[src/bew_pkg.sv]
package bew_pkg;

  typedef enum logic [2:0] {
    PH_IDLE, PH_DOCLEN, PH_TYPE, PH_NAME, PH_LENF, PH_SUBTYPE, PH_SKIP
  } phase_t;

  localparam logic [2:0] EV_ELEM    = 3'd0;
  localparam logic [2:0] EV_END     = 3'd1;
  localparam logic [2:0] EV_SHORT   = 3'd2;
  localparam logic [2:0] EV_OVERRUN = 3'd3;
  localparam logic [2:0] EV_SUBTYPE = 3'd4;
  localparam logic [2:0] EV_BADTYPE = 3'd5;

  localparam logic [7:0] T_DOUBLE = 8'h01;
  localparam logic [7:0] T_STRING = 8'h02;
  localparam logic [7:0] T_DOC    = 8'h03;
  localparam logic [7:0] T_ARRAY  = 8'h04;
  localparam logic [7:0] T_BINARY = 8'h05;
  localparam logic [7:0] T_BOOL   = 8'h08;
  localparam logic [7:0] T_NULL   = 8'h0A;
  localparam logic [7:0] T_INT32  = 8'h10;
  localparam logic [7:0] T_UINT64 = 8'h11;
  localparam logic [7:0] T_INT64  = 8'h12;
  localparam logic [7:0] T_DEC128 = 8'h13;

  localparam logic [1:0] REG_INT64  = 2'd0;
  localparam logic [1:0] REG_DEC128 = 2'd1;

  localparam int QUEUE_DEPTH = 4;

  // classified byte handed from front to back
  typedef struct packed {
    logic [7:0] data;
    logic       first;
    logic       type_ok;
    logic       fixed;
    logic [4:0] fsize;
  } item_t;

  typedef struct packed {
    logic [2:0]  ev;
    logic [7:0]  etype;
    logic [30:0] name_off;
    logic [30:0] name_len;
    logic [30:0] data_off;
    logic [30:0] data_size;
    logic [30:0] count;
  } result_t;

  localparam int RES_W = $bits(result_t);

endpackage

[src/bson_element_walker_core.sv]
// bson element walker: takes a top-level bson document one byte per transaction
// and reports each finished element, the document end or the first error.
// a byte is taken every clock while results drain; the front stage classifies
// the type byte, a four-entry queue decouples it from the back stage, which
// tracks offsets and lengths and registers one result. the byte that completes a
// result passes the front register, then the queue, then the result register,
// where the result becomes valid; input stalls only come from a waiting result
// filling the queue. registers: 0x0 enable_int64_types, 0x4 enable_decimal128,
// both reset to 1.
module bson_element_walker_core #(
  parameter int QDEPTH = bew_pkg::QUEUE_DEPTH
) (
  input  logic         clk,
  input  logic         rst_n,
  input  logic         in_tvalid,
  output logic         in_tready,
  input  logic [7:0]   in_tdata,   // data_byte
  input  logic         in_tuser,   // first_byte
  output logic         out_tvalid,
  input  logic         out_tready,
  output logic [167:0] out_tdata,  // event_res, elem_type, name_offset, name_length,
                                   // data_offset, data_size, elem_count, zero fill
  input  logic         cfg_psel,
  input  logic         cfg_penable,
  input  logic         cfg_pwrite,
  input  logic [2:0]   cfg_paddr,
  input  logic [31:0]  cfg_pwdata,
  output logic [31:0]  cfg_prdata,
  output logic         cfg_pready
);

  logic en64_r, en64_nxt, en128_r, en128_nxt;
  logic           f_valid, f_ready, b_valid, b_ready;
  bew_pkg::item_t f_item, b_item;
  logic [bew_pkg::RES_W-1:0] res;
  bew_pkg::result_t rs;

  // register file, write on access phase
  assign cfg_pready = 1'b1;
  always_comb begin
    en64_nxt  = en64_r;
    en128_nxt = en128_r;
    if (cfg_psel && cfg_penable && cfg_pwrite) begin
      case (cfg_paddr[2])
        bew_pkg::REG_INT64[0]:  en64_nxt  = cfg_pwdata[0];
        bew_pkg::REG_DEC128[0]: en128_nxt = cfg_pwdata[0];
        default: ;
      endcase
    end
    case (cfg_paddr[2])
      bew_pkg::REG_INT64[0]: cfg_prdata = {31'd0, en64_r};
      default:               cfg_prdata = {31'd0, en128_r};
    endcase
  end

  always_ff @(posedge clk) begin
    if (!rst_n) begin
      en64_r  <= 1'b1;
      en128_r <= 1'b1;
    end else begin
      en64_r  <= en64_nxt;
      en128_r <= en128_nxt;
    end
  end

  bew_front u_front (
    .clk, .rst_n, .en64(en64_r), .en128(en128_r),
    .s_valid(in_tvalid), .s_ready(in_tready), .s_data(in_tdata), .s_first(in_tuser),
    .q_valid(f_valid), .q_ready(f_ready), .q_item(f_item)
  );

  bew_queue #(.DEPTH(QDEPTH)) u_queue (
    .clk, .rst_n,
    .w_valid(f_valid), .w_ready(f_ready), .w_item(f_item),
    .r_valid(b_valid), .r_ready(b_ready), .r_item(b_item)
  );

  bew_back u_back (
    .clk, .rst_n, .q_valid(b_valid), .q_ready(b_ready), .q_item(b_item),
    .r_valid(out_tvalid), .r_ready(out_tready), .r_data(res)
  );

  // pack with event_res in the lowest bits
  assign rs = res;
  assign out_tdata = {2'b00, rs.count, rs.data_size, rs.data_off, rs.name_len,
                      rs.name_off, rs.etype, rs.ev};

endmodule

[src/bew_front.sv]
module bew_front (
  input  logic            clk,
  input  logic            rst_n,
  input  logic            en64,
  input  logic            en128,
  input  logic            s_valid,
  output logic            s_ready,
  input  logic [7:0]      s_data,
  input  logic            s_first,
  output logic            q_valid,
  input  logic            q_ready,
  output bew_pkg::item_t  q_item
);

  bew_pkg::item_t item_r, item_nxt;
  logic           vld_r, vld_nxt;
  logic           ok;
  logic           fx;
  logic [4:0]     fs;

  always_comb begin
    ok = 1'b0;
    fx = 1'b0;
    fs = 5'd0;
    case (s_data)
      bew_pkg::T_DOUBLE: begin ok = 1'b1; fx = 1'b1; fs = 5'd8; end
      bew_pkg::T_STRING, bew_pkg::T_DOC, bew_pkg::T_ARRAY, bew_pkg::T_BINARY: ok = 1'b1;
      bew_pkg::T_BOOL:   begin ok = 1'b1; fx = 1'b1; fs = 5'd1; end
      bew_pkg::T_NULL:   begin ok = 1'b1; fx = 1'b1; fs = 5'd0; end
      bew_pkg::T_INT32:  begin ok = 1'b1; fx = 1'b1; fs = 5'd4; end
      bew_pkg::T_UINT64, bew_pkg::T_INT64: begin ok = en64; fx = 1'b1; fs = 5'd8; end
      bew_pkg::T_DEC128: begin ok = en128; fx = 1'b1; fs = 5'd16; end
      default: ok = 1'b0;
    endcase
  end

  assign s_ready = !vld_r || q_ready;
  assign q_valid = vld_r;
  assign q_item  = item_r;

  always_comb begin
    vld_nxt  = vld_r;
    item_nxt = item_r;
    if (s_ready) begin
      vld_nxt  = s_valid;
      item_nxt = '{data: s_data, first: s_first, type_ok: ok, fixed: fx, fsize: fs};
    end
  end

  always_ff @(posedge clk) begin
    if (!rst_n) begin
      vld_r <= 1'b0;
    end else begin
      vld_r <= vld_nxt;
    end
    item_r <= item_nxt;
  end

endmodule

[src/bew_queue.sv]
module bew_queue #(
  parameter int DEPTH = bew_pkg::QUEUE_DEPTH
) (
  input  logic            clk,
  input  logic            rst_n,
  input  logic            w_valid,
  output logic            w_ready,
  input  bew_pkg::item_t  w_item,
  output logic            r_valid,
  input  logic            r_ready,
  output bew_pkg::item_t  r_item
);

  localparam int AW = (DEPTH > 1) ? $clog2(DEPTH) : 1;

  bew_pkg::item_t     mem_r [DEPTH];
  logic [AW-1:0]      wp_r, wp_nxt, rp_r, rp_nxt;
  logic [AW:0]        cnt_r, cnt_nxt;
  logic               wr, rd;

  assign w_ready = cnt_r != AW'(0) + (AW+1)'(DEPTH);
  assign r_valid = cnt_r != '0;
  assign r_item  = mem_r[rp_r];
  assign wr = w_valid && w_ready;
  assign rd = r_valid && r_ready;

  function automatic logic [AW-1:0] inc(input logic [AW-1:0] p);
    inc = (p == AW'(DEPTH - 1)) ? '0 : p + 1'b1;
  endfunction

  always_comb begin
    wp_nxt  = wr ? inc(wp_r) : wp_r;
    rp_nxt  = rd ? inc(rp_r) : rp_r;
    cnt_nxt = cnt_r + (AW+1)'(wr) - (AW+1)'(rd);
  end

  always_ff @(posedge clk) begin
    if (!rst_n) begin
      wp_r  <= '0;
      rp_r  <= '0;
      cnt_r <= '0;
    end else begin
      wp_r  <= wp_nxt;
      rp_r  <= rp_nxt;
      cnt_r <= cnt_nxt;
    end
    if (wr) mem_r[wp_r] <= w_item;
  end

endmodule

[src/bew_back.sv]
module bew_back (
  input  logic                      clk,
  input  logic                      rst_n,
  input  logic                      q_valid,
  output logic                      q_ready,
  input  bew_pkg::item_t            q_item,
  output logic                      r_valid,
  input  logic                      r_ready,
  output logic [bew_pkg::RES_W-1:0] r_data
);

  bew_pkg::phase_t  ph_r, ph_nxt;
  logic [31:0]      dlen_r, dlen_nxt, pos_r, pos_nxt, acc_r, acc_nxt;
  logic [1:0]       fbi_r, fbi_nxt;
  logic [7:0]       ty_r, ty_nxt;
  logic [31:0]      noff_r, noff_nxt, nlen_r, nlen_nxt, doff_r, doff_nxt;
  logic [31:0]      dsz_r, dsz_nxt, skip_r, skip_nxt, cnt_r, cnt_nxt;
  logic             ov_r, ov_nxt;
  bew_pkg::result_t res_r, res_nxt;

  logic             take, emit;
  bew_pkg::result_t res;
  bew_pkg::phase_t  ph;
  logic [31:0]      off, posn, accv, sk;
  logic [32:0]      endp;
  logic [7:0]       b;

  assign q_ready = !ov_r || r_ready;
  assign take    = q_valid && q_ready;
  assign r_valid = ov_r;
  assign r_data  = res_r;

  always_comb begin
    ph_nxt = ph_r; dlen_nxt = dlen_r; pos_nxt = pos_r; acc_nxt = acc_r;
    fbi_nxt = fbi_r; ty_nxt = ty_r; noff_nxt = noff_r; nlen_nxt = nlen_r;
    doff_nxt = doff_r; dsz_nxt = dsz_r; skip_nxt = skip_r; cnt_nxt = cnt_r;
    emit = 1'b0;
    res = '0;
    ph = ph_r;
    b = q_item.data;
    off = pos_r; posn = pos_r + 32'd1;
    accv = acc_r; endp = '0; sk = skip_r;
    if (take) begin
      if (q_item.first) begin
        ph = bew_pkg::PH_DOCLEN;
        off = '0; posn = 32'd1; accv = '0;
        fbi_nxt = '0; ty_nxt = '0; noff_nxt = '0; nlen_nxt = '0;
        doff_nxt = '0; dsz_nxt = '0; skip_nxt = '0; cnt_nxt = '0; dlen_nxt = '0;
        sk = '0;
      end
      ph_nxt = ph;
      res.count = cnt_nxt[30:0];
      if (ph != bew_pkg::PH_IDLE) begin
        pos_nxt = posn;
        accv = accv | (32'(b) << {(q_item.first ? 2'd0 : fbi_r), 3'b000});
        if (ph == bew_pkg::PH_DOCLEN) begin
          acc_nxt = accv;
          if ((q_item.first ? 2'd0 : fbi_r) != 2'd3) begin
            fbi_nxt = (q_item.first ? 2'd0 : fbi_r) + 2'd1;
          end else begin
            fbi_nxt = '0;
            dlen_nxt = accv;
            if (accv[31] || accv < 32'd5) begin
              emit = 1'b1; res.ev = bew_pkg::EV_SHORT; ph_nxt = bew_pkg::PH_IDLE;
            end else ph_nxt = bew_pkg::PH_TYPE;
          end
        end else if (off >= dlen_r) begin
          emit = 1'b1; res.ev = bew_pkg::EV_OVERRUN; ph_nxt = bew_pkg::PH_IDLE;
        end else begin
          case (ph)
            bew_pkg::PH_TYPE: begin
              if (b == 8'd0) begin
                emit = 1'b1; res.ev = bew_pkg::EV_END; ph_nxt = bew_pkg::PH_IDLE;
              end else if (!q_item.type_ok) begin
                emit = 1'b1; res.ev = bew_pkg::EV_BADTYPE; ph_nxt = bew_pkg::PH_IDLE;
              end else begin
                ty_nxt = b; noff_nxt = posn; ph_nxt = bew_pkg::PH_NAME;
              end
            end
            bew_pkg::PH_NAME: begin
              if (b == 8'd0) begin
                nlen_nxt = off - noff_r;
                doff_nxt = posn;
                if (!(ty_r == bew_pkg::T_STRING || ty_r == bew_pkg::T_DOC ||
                      ty_r == bew_pkg::T_ARRAY || ty_r == bew_pkg::T_BINARY)) begin
                  // fixed size kept from the type byte classification
                  dsz_nxt = 32'(skip_r[4:0]);
                  endp = {1'b0, posn} + 33'(skip_r[4:0]);
                  if (endp > {1'b0, dlen_r}) begin
                    emit = 1'b1; res.ev = bew_pkg::EV_OVERRUN; ph_nxt = bew_pkg::PH_IDLE;
                  end else if (skip_r[4:0] == 5'd0) begin
                    cnt_nxt = cnt_r + 32'd1; emit = 1'b1; ph_nxt = bew_pkg::PH_TYPE;
                  end else ph_nxt = bew_pkg::PH_SKIP;
                end else begin
                  fbi_nxt = '0; acc_nxt = '0; ph_nxt = bew_pkg::PH_LENF;
                end
              end
            end
            bew_pkg::PH_LENF: begin
              acc_nxt = accv;
              if (fbi_r != 2'd3) fbi_nxt = fbi_r + 2'd1;
              else begin
                fbi_nxt = '0;
                ph_nxt = bew_pkg::PH_SKIP;
                if (ty_r == bew_pkg::T_STRING) begin
                  doff_nxt = posn; dsz_nxt = accv - 32'd1; skip_nxt = accv;
                  endp = {1'b0, posn} + {1'b0, accv};
                  if (accv[31] || accv == 32'd0) begin
                    emit = 1'b1; res.ev = bew_pkg::EV_BADTYPE; ph_nxt = bew_pkg::PH_IDLE;
                  end
                end else if (ty_r == bew_pkg::T_BINARY) begin
                  dsz_nxt = accv;
                  endp = {1'b0, posn} + 33'd1 + {1'b0, accv};
                  ph_nxt = bew_pkg::PH_SUBTYPE;
                  if (accv[31]) begin
                    emit = 1'b1; res.ev = bew_pkg::EV_BADTYPE; ph_nxt = bew_pkg::PH_IDLE;
                  end
                end else begin
                  dsz_nxt = accv; skip_nxt = accv - 32'd4;
                  endp = {1'b0, posn} + {1'b0, accv - 32'd4};
                  if (accv[31] || accv < 32'd5) begin
                    emit = 1'b1; res.ev = bew_pkg::EV_BADTYPE; ph_nxt = bew_pkg::PH_IDLE;
                  end
                end
                if (!emit && endp > {1'b0, dlen_r}) begin
                  emit = 1'b1; res.ev = bew_pkg::EV_OVERRUN; ph_nxt = bew_pkg::PH_IDLE;
                end
              end
            end
            bew_pkg::PH_SUBTYPE: begin
              if (b != 8'd0) begin
                emit = 1'b1; res.ev = bew_pkg::EV_SUBTYPE; ph_nxt = bew_pkg::PH_IDLE;
              end else begin
                doff_nxt = posn;
                if (dsz_r == 32'd0) begin
                  cnt_nxt = cnt_r + 32'd1; emit = 1'b1; ph_nxt = bew_pkg::PH_TYPE;
                end else begin
                  skip_nxt = dsz_r; ph_nxt = bew_pkg::PH_SKIP;
                end
              end
            end
            bew_pkg::PH_SKIP: begin
              if (sk != 32'd0) sk = sk - 32'd1;
              skip_nxt = sk;
              if (sk == 32'd0) begin
                cnt_nxt = cnt_r + 32'd1; emit = 1'b1; ph_nxt = bew_pkg::PH_TYPE;
              end
            end
            default: ph_nxt = bew_pkg::PH_IDLE;
          endcase
          if (ph == bew_pkg::PH_TYPE && !emit && q_item.type_ok) begin
            // stash fixed size until the name ends
            skip_nxt = 32'(q_item.fsize);
          end
        end
        if (emit) begin
          res.count = cnt_nxt[30:0];
          if (res.ev == bew_pkg::EV_ELEM) begin
            res.etype     = ty_r;
            res.name_off  = noff_r[30:0];
            res.name_len  = nlen_nxt[30:0];
            res.data_off  = doff_nxt[30:0];
            res.data_size = dsz_nxt[30:0];
          end
        end
      end
    end
    ov_nxt  = (ov_r && !r_ready) || emit;
    res_nxt = emit ? res : res_r;
  end

  always_ff @(posedge clk) begin
    if (!rst_n) begin
      ph_r <= bew_pkg::PH_IDLE;
      ov_r <= 1'b0;
      dlen_r <= '0; pos_r <= '0; acc_r <= '0; fbi_r <= '0; ty_r <= '0;
      noff_r <= '0; nlen_r <= '0; doff_r <= '0; dsz_r <= '0; skip_r <= '0;
      cnt_r <= '0;
    end else begin
      ph_r <= ph_nxt;
      ov_r <= ov_nxt;
      dlen_r <= dlen_nxt; pos_r <= pos_nxt; acc_r <= acc_nxt; fbi_r <= fbi_nxt;
      ty_r <= ty_nxt; noff_r <= noff_nxt; nlen_r <= nlen_nxt; doff_r <= doff_nxt;
      dsz_r <= dsz_nxt; skip_r <= skip_nxt; cnt_r <= cnt_nxt;
    end
    res_r <= res_nxt;
  end

endmodule

[config.mk]
export PLATFORM = sky130hd
export DESIGN_NAME = bson_element_walker_core
export DESIGN_NICKNAME = d
export VERILOG_FILES = /design/src/bew_pkg.sv /design/src/bson_element_walker_core.sv /design/src/bew_front.sv /design/src/bew_queue.sv /design/src/bew_back.sv
export SDC_FILE = /design/constraint.sdc
export NUM_CORES = 2
export LEC_CHECK = 0
export BUFFER_PORTS_ARGS = -buffer_cell sky130_fd_sc_hd__buf_2
export CAP_MARGIN = 10
export CORE_ASPECT_RATIO = 1.1
export CORE_MARGIN = 4
export CORE_UTILIZATION = 45
export CTS_CLUSTER_DIAMETER = 200
export CTS_CLUSTER_SIZE = 20
export DETAILED_ROUTE_END_ITERATION = 10
export HOLD_SLACK_MARGIN = 0.03
export PLACE_DENSITY = 0.7
export SETUP_SLACK_MARGIN = 0.2
export SLEW_MARGIN = 20
export SYNTH_ARGS = -nofsm -noshare
export SYNTH_HDL_FRONTEND = slang
export SYNTH_SLANG_ARGS = --single-unit
[constraint.sdc]
create_clock -name clk -period 10.6 [get_ports clk]
set_input_delay 1.59 -clock clk [delete_from_list [all_inputs] [get_ports clk]]
set_output_delay 1.59 -clock clk [all_outputs]
set_load 0.05 [all_outputs]
---- Yosys cells after proc, flatten, opt, wreduce, memory -nomap -nowiden ----
Memories as Yosys holds them, arrays and structs flattened. A register that Yosys moved wholly into a read port is not among the register bits.
Cells that the tools add are included.
word-level totals
  bits in registers ....................... 494
  bits in writable memories ............... 64
  input port bits ......................... 51
  output and inout port bits .............. 203
  word-level logic and storage cells ...... 316
  memories ................................ 1
operators by class
  add/sub/neg operators ................... 17
  magnitude comparators ................... 4
  eq/ne operators ......................... 29
  shifts and indexed selects .............. 1
  multiplexer cells ....................... 190
  bitwise operators ....................... 2
  reduce and logical (&&, ||, !) cells .... 41
memories
  memory         words  width  rd ports  clocked after memory_dff  wr ports  RTL line         text
  u_queue.mem_r  4      16     1         1                         1         bew_queue.sv:16  bew_pkg::item_t mem_r [DEPTH];
operators by type and width
  operator                                             number
  two-way mux 32 bit                                   71
  one-hot mux 32 bit (3 select lines)                  3
  two-way mux 33 bit                                   8
  one-hot mux 32 bit (2 select lines)                  2
  two-way mux 3 bit                                    38
  zero test 32 bit                                     3
  adder 32 x 32 -> 33 bit                              2
  greater-than comparator 33 x 32 -> 1 bit             2
  adder 32 x 1 -> 32 bit, second input constant        2
  subtractor 32 x 1 -> 32 bit, second input constant   2
  two-way mux 31 bit                                   2
  two-way mux 8 bit                                    7
  two-way mux 1 bit                                    37
  adder 32 x 1 -> 33 bit, second input constant        1
  adder 32 x 5 -> 33 bit                               1
  adder 33 x 32 -> 33 bit                              1
  == test 8 x 2 -> 1 bit, second input constant        4
  == test 8 x 3 -> 1 bit, second input constant        4
  == test 8 x 5 -> 1 bit, second input constant        4
  greater-or-equal comparator 32 bit                   1
  < comparator 32 x 3 -> 1 bit, second input constant  1
  two-way mux 2 bit                                    16
  bitwise OR 32 bit                                    1
  nonzero test 32 bit                                  1
  38 further kinds                                     70

---- Depth between registers and ports, before layout ----
  word-level depth ........................ 32
  mapped depth ............................ 40
  mapped depth without buffers ............ 33

---- By module ----
A second synthesis with hierarchy kept.
second synthesis, totals
  cell total of the unflattened synthesis .. 4847
  area total of the unflattened synthesis .. 40042.2 um^2
modules (own cells, without submodules)
  module                    times used  cells an instance  area each (um^2)  sequential area each (um^2)
  bew_back                  1           4622               36224.7           10950.5
  bew_queue                 1           136                2793.9            2102.0
  bew_front                 1           43                 655.6             470.5
  bson_element_walker_core  1           46                 367.9             40.0

---- Least setup slack after synthesis ----
No wires, ideal clock.
  path type ............................... reg2reg
  start point ............................. register with a tool-made name
  end point ............................... register u_back.res_r, in the netlist u_back.r_data[0] (enable)
  library setup time ...................... 540 ps
  arrival time ............................ 11164 ps
  required time ........................... 10060 ps
  path slack .............................. -1104 ps
  cell stages (with the launch flop) ...... 33
  path buffers ............................ 4
  clock period less this slack ............ 11704 ps
  cells stage by stage .................... dfxtp_1 buf_2 mux2_2 buf_2 buf_1 a21boi_1 ha_1 nand3_1 or4_1 clkbuf_1 nor4_1 xor2_1 ha_1 or3_1 a2111oi_0 nor4_1 or4_1 a31o_2 a21oi_1 nor2b_1 o211ai_1 o311ai_0 ha_1 nand3_1 nor2_1 nand4_1 nor3_1 a21oi_1 a311oi_1 nor2_1 a31o_2 nand2_1 o21a_1
RTL lines
  what                  RTL line         text
  end signal, assigned  bew_back.sv:186  res_r <= res_nxt;
  end, declared         bew_back.sv:19   bew_pkg::result_t res_r, res_nxt;

==> impl_metrics.toml <==
[cells_and_area]
synthToLayoutAreaGrowth_pct = 7.388
nFillCells = 8065
final_nets = 4868
finalNonFillerCells = 5757
layout-drive-gt1-share_pct = 10.83
diodes = 0

[die]
boundaryPins = 254
die_h_um = 313.3
initial_utilization_pct = 45.59
die_area_um2 = 89440
die_w_um = 285.5
coreArea_um2 = 83610
rows = 111

[sta]
fin_setup_tns_ps = 0
worst_slew_pin_slew_ps = 1124
min_period_ps = 9731
fmaxAchievable_mhz = 102.8
fin_worst_skew_ps = 28.79
hold_viol = 0
final-setup-viol-count = 0
slew_violations = 0
rsz0062_at_grt = "false"
timing.final.ws_setup_ps = 869.1
timing.final.crit_share_pct = 91.80
slew_headroom_pct = 25.10

[yosys]
yosysTopAreaCellShare_pct = 18.59
ys_ff_latch = 546
yosysSeqAreaShare_pct = 34.87
synth_area_leaders = "edfxtp_1 19%, dfxtp_1 16%, ha_1 6.8%"
synth_edf_count = 236
yosysUniqueCellTypes = 114
yosys_warnings = 0
syn-cell-area_um2 = 38120
synth-main-ff-cell = "dfxtp_1"
async_flop_share_pct = 0
synth_largest_area_cell = "edfxtp_1"
avgSynthCellArea_um2 = 8.325
netlist_instances = 4579

[drt]
drt_first_iter_violations = 5473
wl_mm = 143.4
drc_errors = 0
routedWlPerCell_um = 24.91
postRouteAntennaNets = 0
drtPass1Iterations = 7
num_vias = 37650
avgViaCountPerCell = 6.540

[worst_setup_path]
cp_slowest_stage_delay_ps = 590
crit_slowest_cell = "o311ai_0"
worstPathArrival_ps = 10040
criticalPathCategory = "reg2reg"
critPathRequiredTime_ps = 10910
crit_path_end_kind = "flop"
cpMostUsedCell = "nor2_1"
cp_max_fo = 66
cp-start-kind = "flop"

[clock_network]
cts.sinks = 546
clockRootBuffer = "clkbuf_16"
cts_tree = "built"
clk_latency_ps = 660
cts_buffers = 31
clkSlewWorstSetupHoldPaths_ps = 90
cts_max_path_buffers = 3
htree_levels = 1

[power_and_ir_drop]
power.density_nw_per_um2 = 168.7
ir_drop_uv = 172.0
leakagePower_nw = 15.28

[placement]
post-place-ws_ps = 865.3
dp.cells = 5699
hpwl_mm = 107.2
io_buffers = 186
place.gp.congestion = 1.057

[hold_path]
hp-class = "reg2reg"

[grt]
grt_pass1_vias = 34120
grt_overflow = 0
grt_max_degree = 90
grt_pass1_wl_mm = 212.9
grtUsageTotal_pct = 30.41
antenna_found_initial = 0

[flow_run]
cap_violations = 0

[run_status]
status = "complete, no violations"
## metal layers
metal | wire, um | GRT usage (%)
met4 | 10020 | 16.75
met2 | 60740 | 45.86
met5 | 0 | 0
met1 | 56270 | 40.92
met3 | 16390 | 6.065
## cells by family after synthesis
group           Yosys count  share of synthesized area [%]
xor+xnor                189                          4.342
simple gates           1682                          21.68
mux                      41                          1.595
buf+inv                 500                          5.754
other cells               2                        0.01970
compound gates         1405                          24.62
fa+ha+maj               214                          7.116
flops                   546                          34.87
## area by class of cell
class | count | area, um^2 | share of cell area [%]
tap | 1130 | 1414 | 3.454
clock buffer | 54 | 862.1 | 2.106
inverter | 157 | 596.8 | 1.458
multi-input combinational | 3565 | 22870 | 55.87
timing repair buffer | 303 | 1884 | 4.603
sequential | 546 | 13290 | 32.47
clock inverter | 2 | 17.52 | 0.04279
## synthesized netlist by cell type (all sizes together) (112+ instances only)
library cell / instances
clkbuf: 231
o21ai: 214
a22oi: 152
ha: 208
nor2: 580
edfxtp: 236
nand2: 412
a21oi: 394
nand3: 167
dfxtp: 310
inv: 156
buf: 112
## final timing paths
| check | endpoint | cells after the start | startpoint | slack [ps] |
|---|---|---|---|---|
| max | u_back.r_data[146]$_SDFFCE_PN0P_ | 32 | flop | 870 |
| min | u_back.acc_r[20]$_SDFFE_PN0P_ | 2 | u_back.acc_r[20]$_SDFFE_PN0P_ | 460 |
| max reg2reg | u_back.r_data[146]$_SDFFCE_PN0P_ | 32 | flop | 870 |
| min reg2reg | u_back.acc_r[20]$_SDFFE_PN0P_ | 2 | u_back.acc_r[20]$_SDFFE_PN0P_ | 460 |
## sequential cells by signal, summed over array words and instances, names as in the netlist, 32 cells and up, named ones only
name,cells
u_back.dsz_r,32
u_back.skip_r,32
u_queue.mem_r,56
u_back.pos_r,32
u_back.dlen_r,32
u_back.r_data,166
u_back.acc_r,32
## per-stage QoR
step	util [%]	total power, mW	hold slack, ps	instance area [um^2]
CTS	48.92	6.783	460.6	40900
detailed placement	47.87	5.514	446.2	40020
finish	48.96	6.907	460.7	40940
global placement	47.87	5.479	438.3	40020
floorplan	-	4.478	431.1	38240
global route	48.96	7.182	471.7	40940
## placed cells by master, fill, tap and decap left out, drive strengths merged, types with 16 or more instances in the layout
| cell type | n |
|---|---|
| a22oi | 152 |
| conb | 34 |
| and2 | 36 |
| nand2 | 412 |
| and3 | 36 |
| o211ai | 29 |
| nand4 | 69 |
| o21a | 29 |
| clkbuf | 54 |
| edfxtp | 236 |
| nand2b | 29 |
| inv | 157 |
| xnor2 | 107 |
| o21bai | 24 |
| ha | 208 |
| dfxtp | 310 |
| or4 | 17 |
| or2 | 16 |
| nor2b | 64 |
| a32oi | 20 |
| nor3 | 107 |
| a211oi | 48 |
| a31oi | 67 |
| o31ai | 39 |
| o21ai | 214 |
| or3 | 38 |
| a221oi | 41 |
| mux2 | 18 |
| xor2 | 82 |
| buf | 303 |
| a22o | 34 |
| a21o | 87 |
| nor2 | 580 |
| o221ai | 18 |
| nand3 | 167 |
| nor4 | 47 |
| a21oi | 394 |
| o22ai | 44 |
## report_power, final
group / internal, mW / leakage (nW) / switching [mW]
combinational: 0.951 / 10.1 / 2.31
sequential: 2.26 / 4.75 / 0.0864
clock: 0.553 / 0.418 / 0.744
total: 3.77 / 15.3 / 3.14
## worst max-delay path, delay by kind of cell, from the launching register on
family,cells,cell delay [ps]
xor gates and xnor gates,1,510
AOI/OAI and AO/OA,10,3200
DFF,1,460
adders and majority gates,2,660
muxes,1,400
buffers and inverters,4,1160
and+or+nand+nor,14,2900
## repair_timing
item | CTS | global route
buffers inserted | 0 | 2
endpoints found under the setup margin | 0 | 129
hold endpoints to repair | 0 | 0
resized for setup | 0 | 1
hold buffers | 0 | 0
No activity file was read; power rests on OpenSTA's default activity.
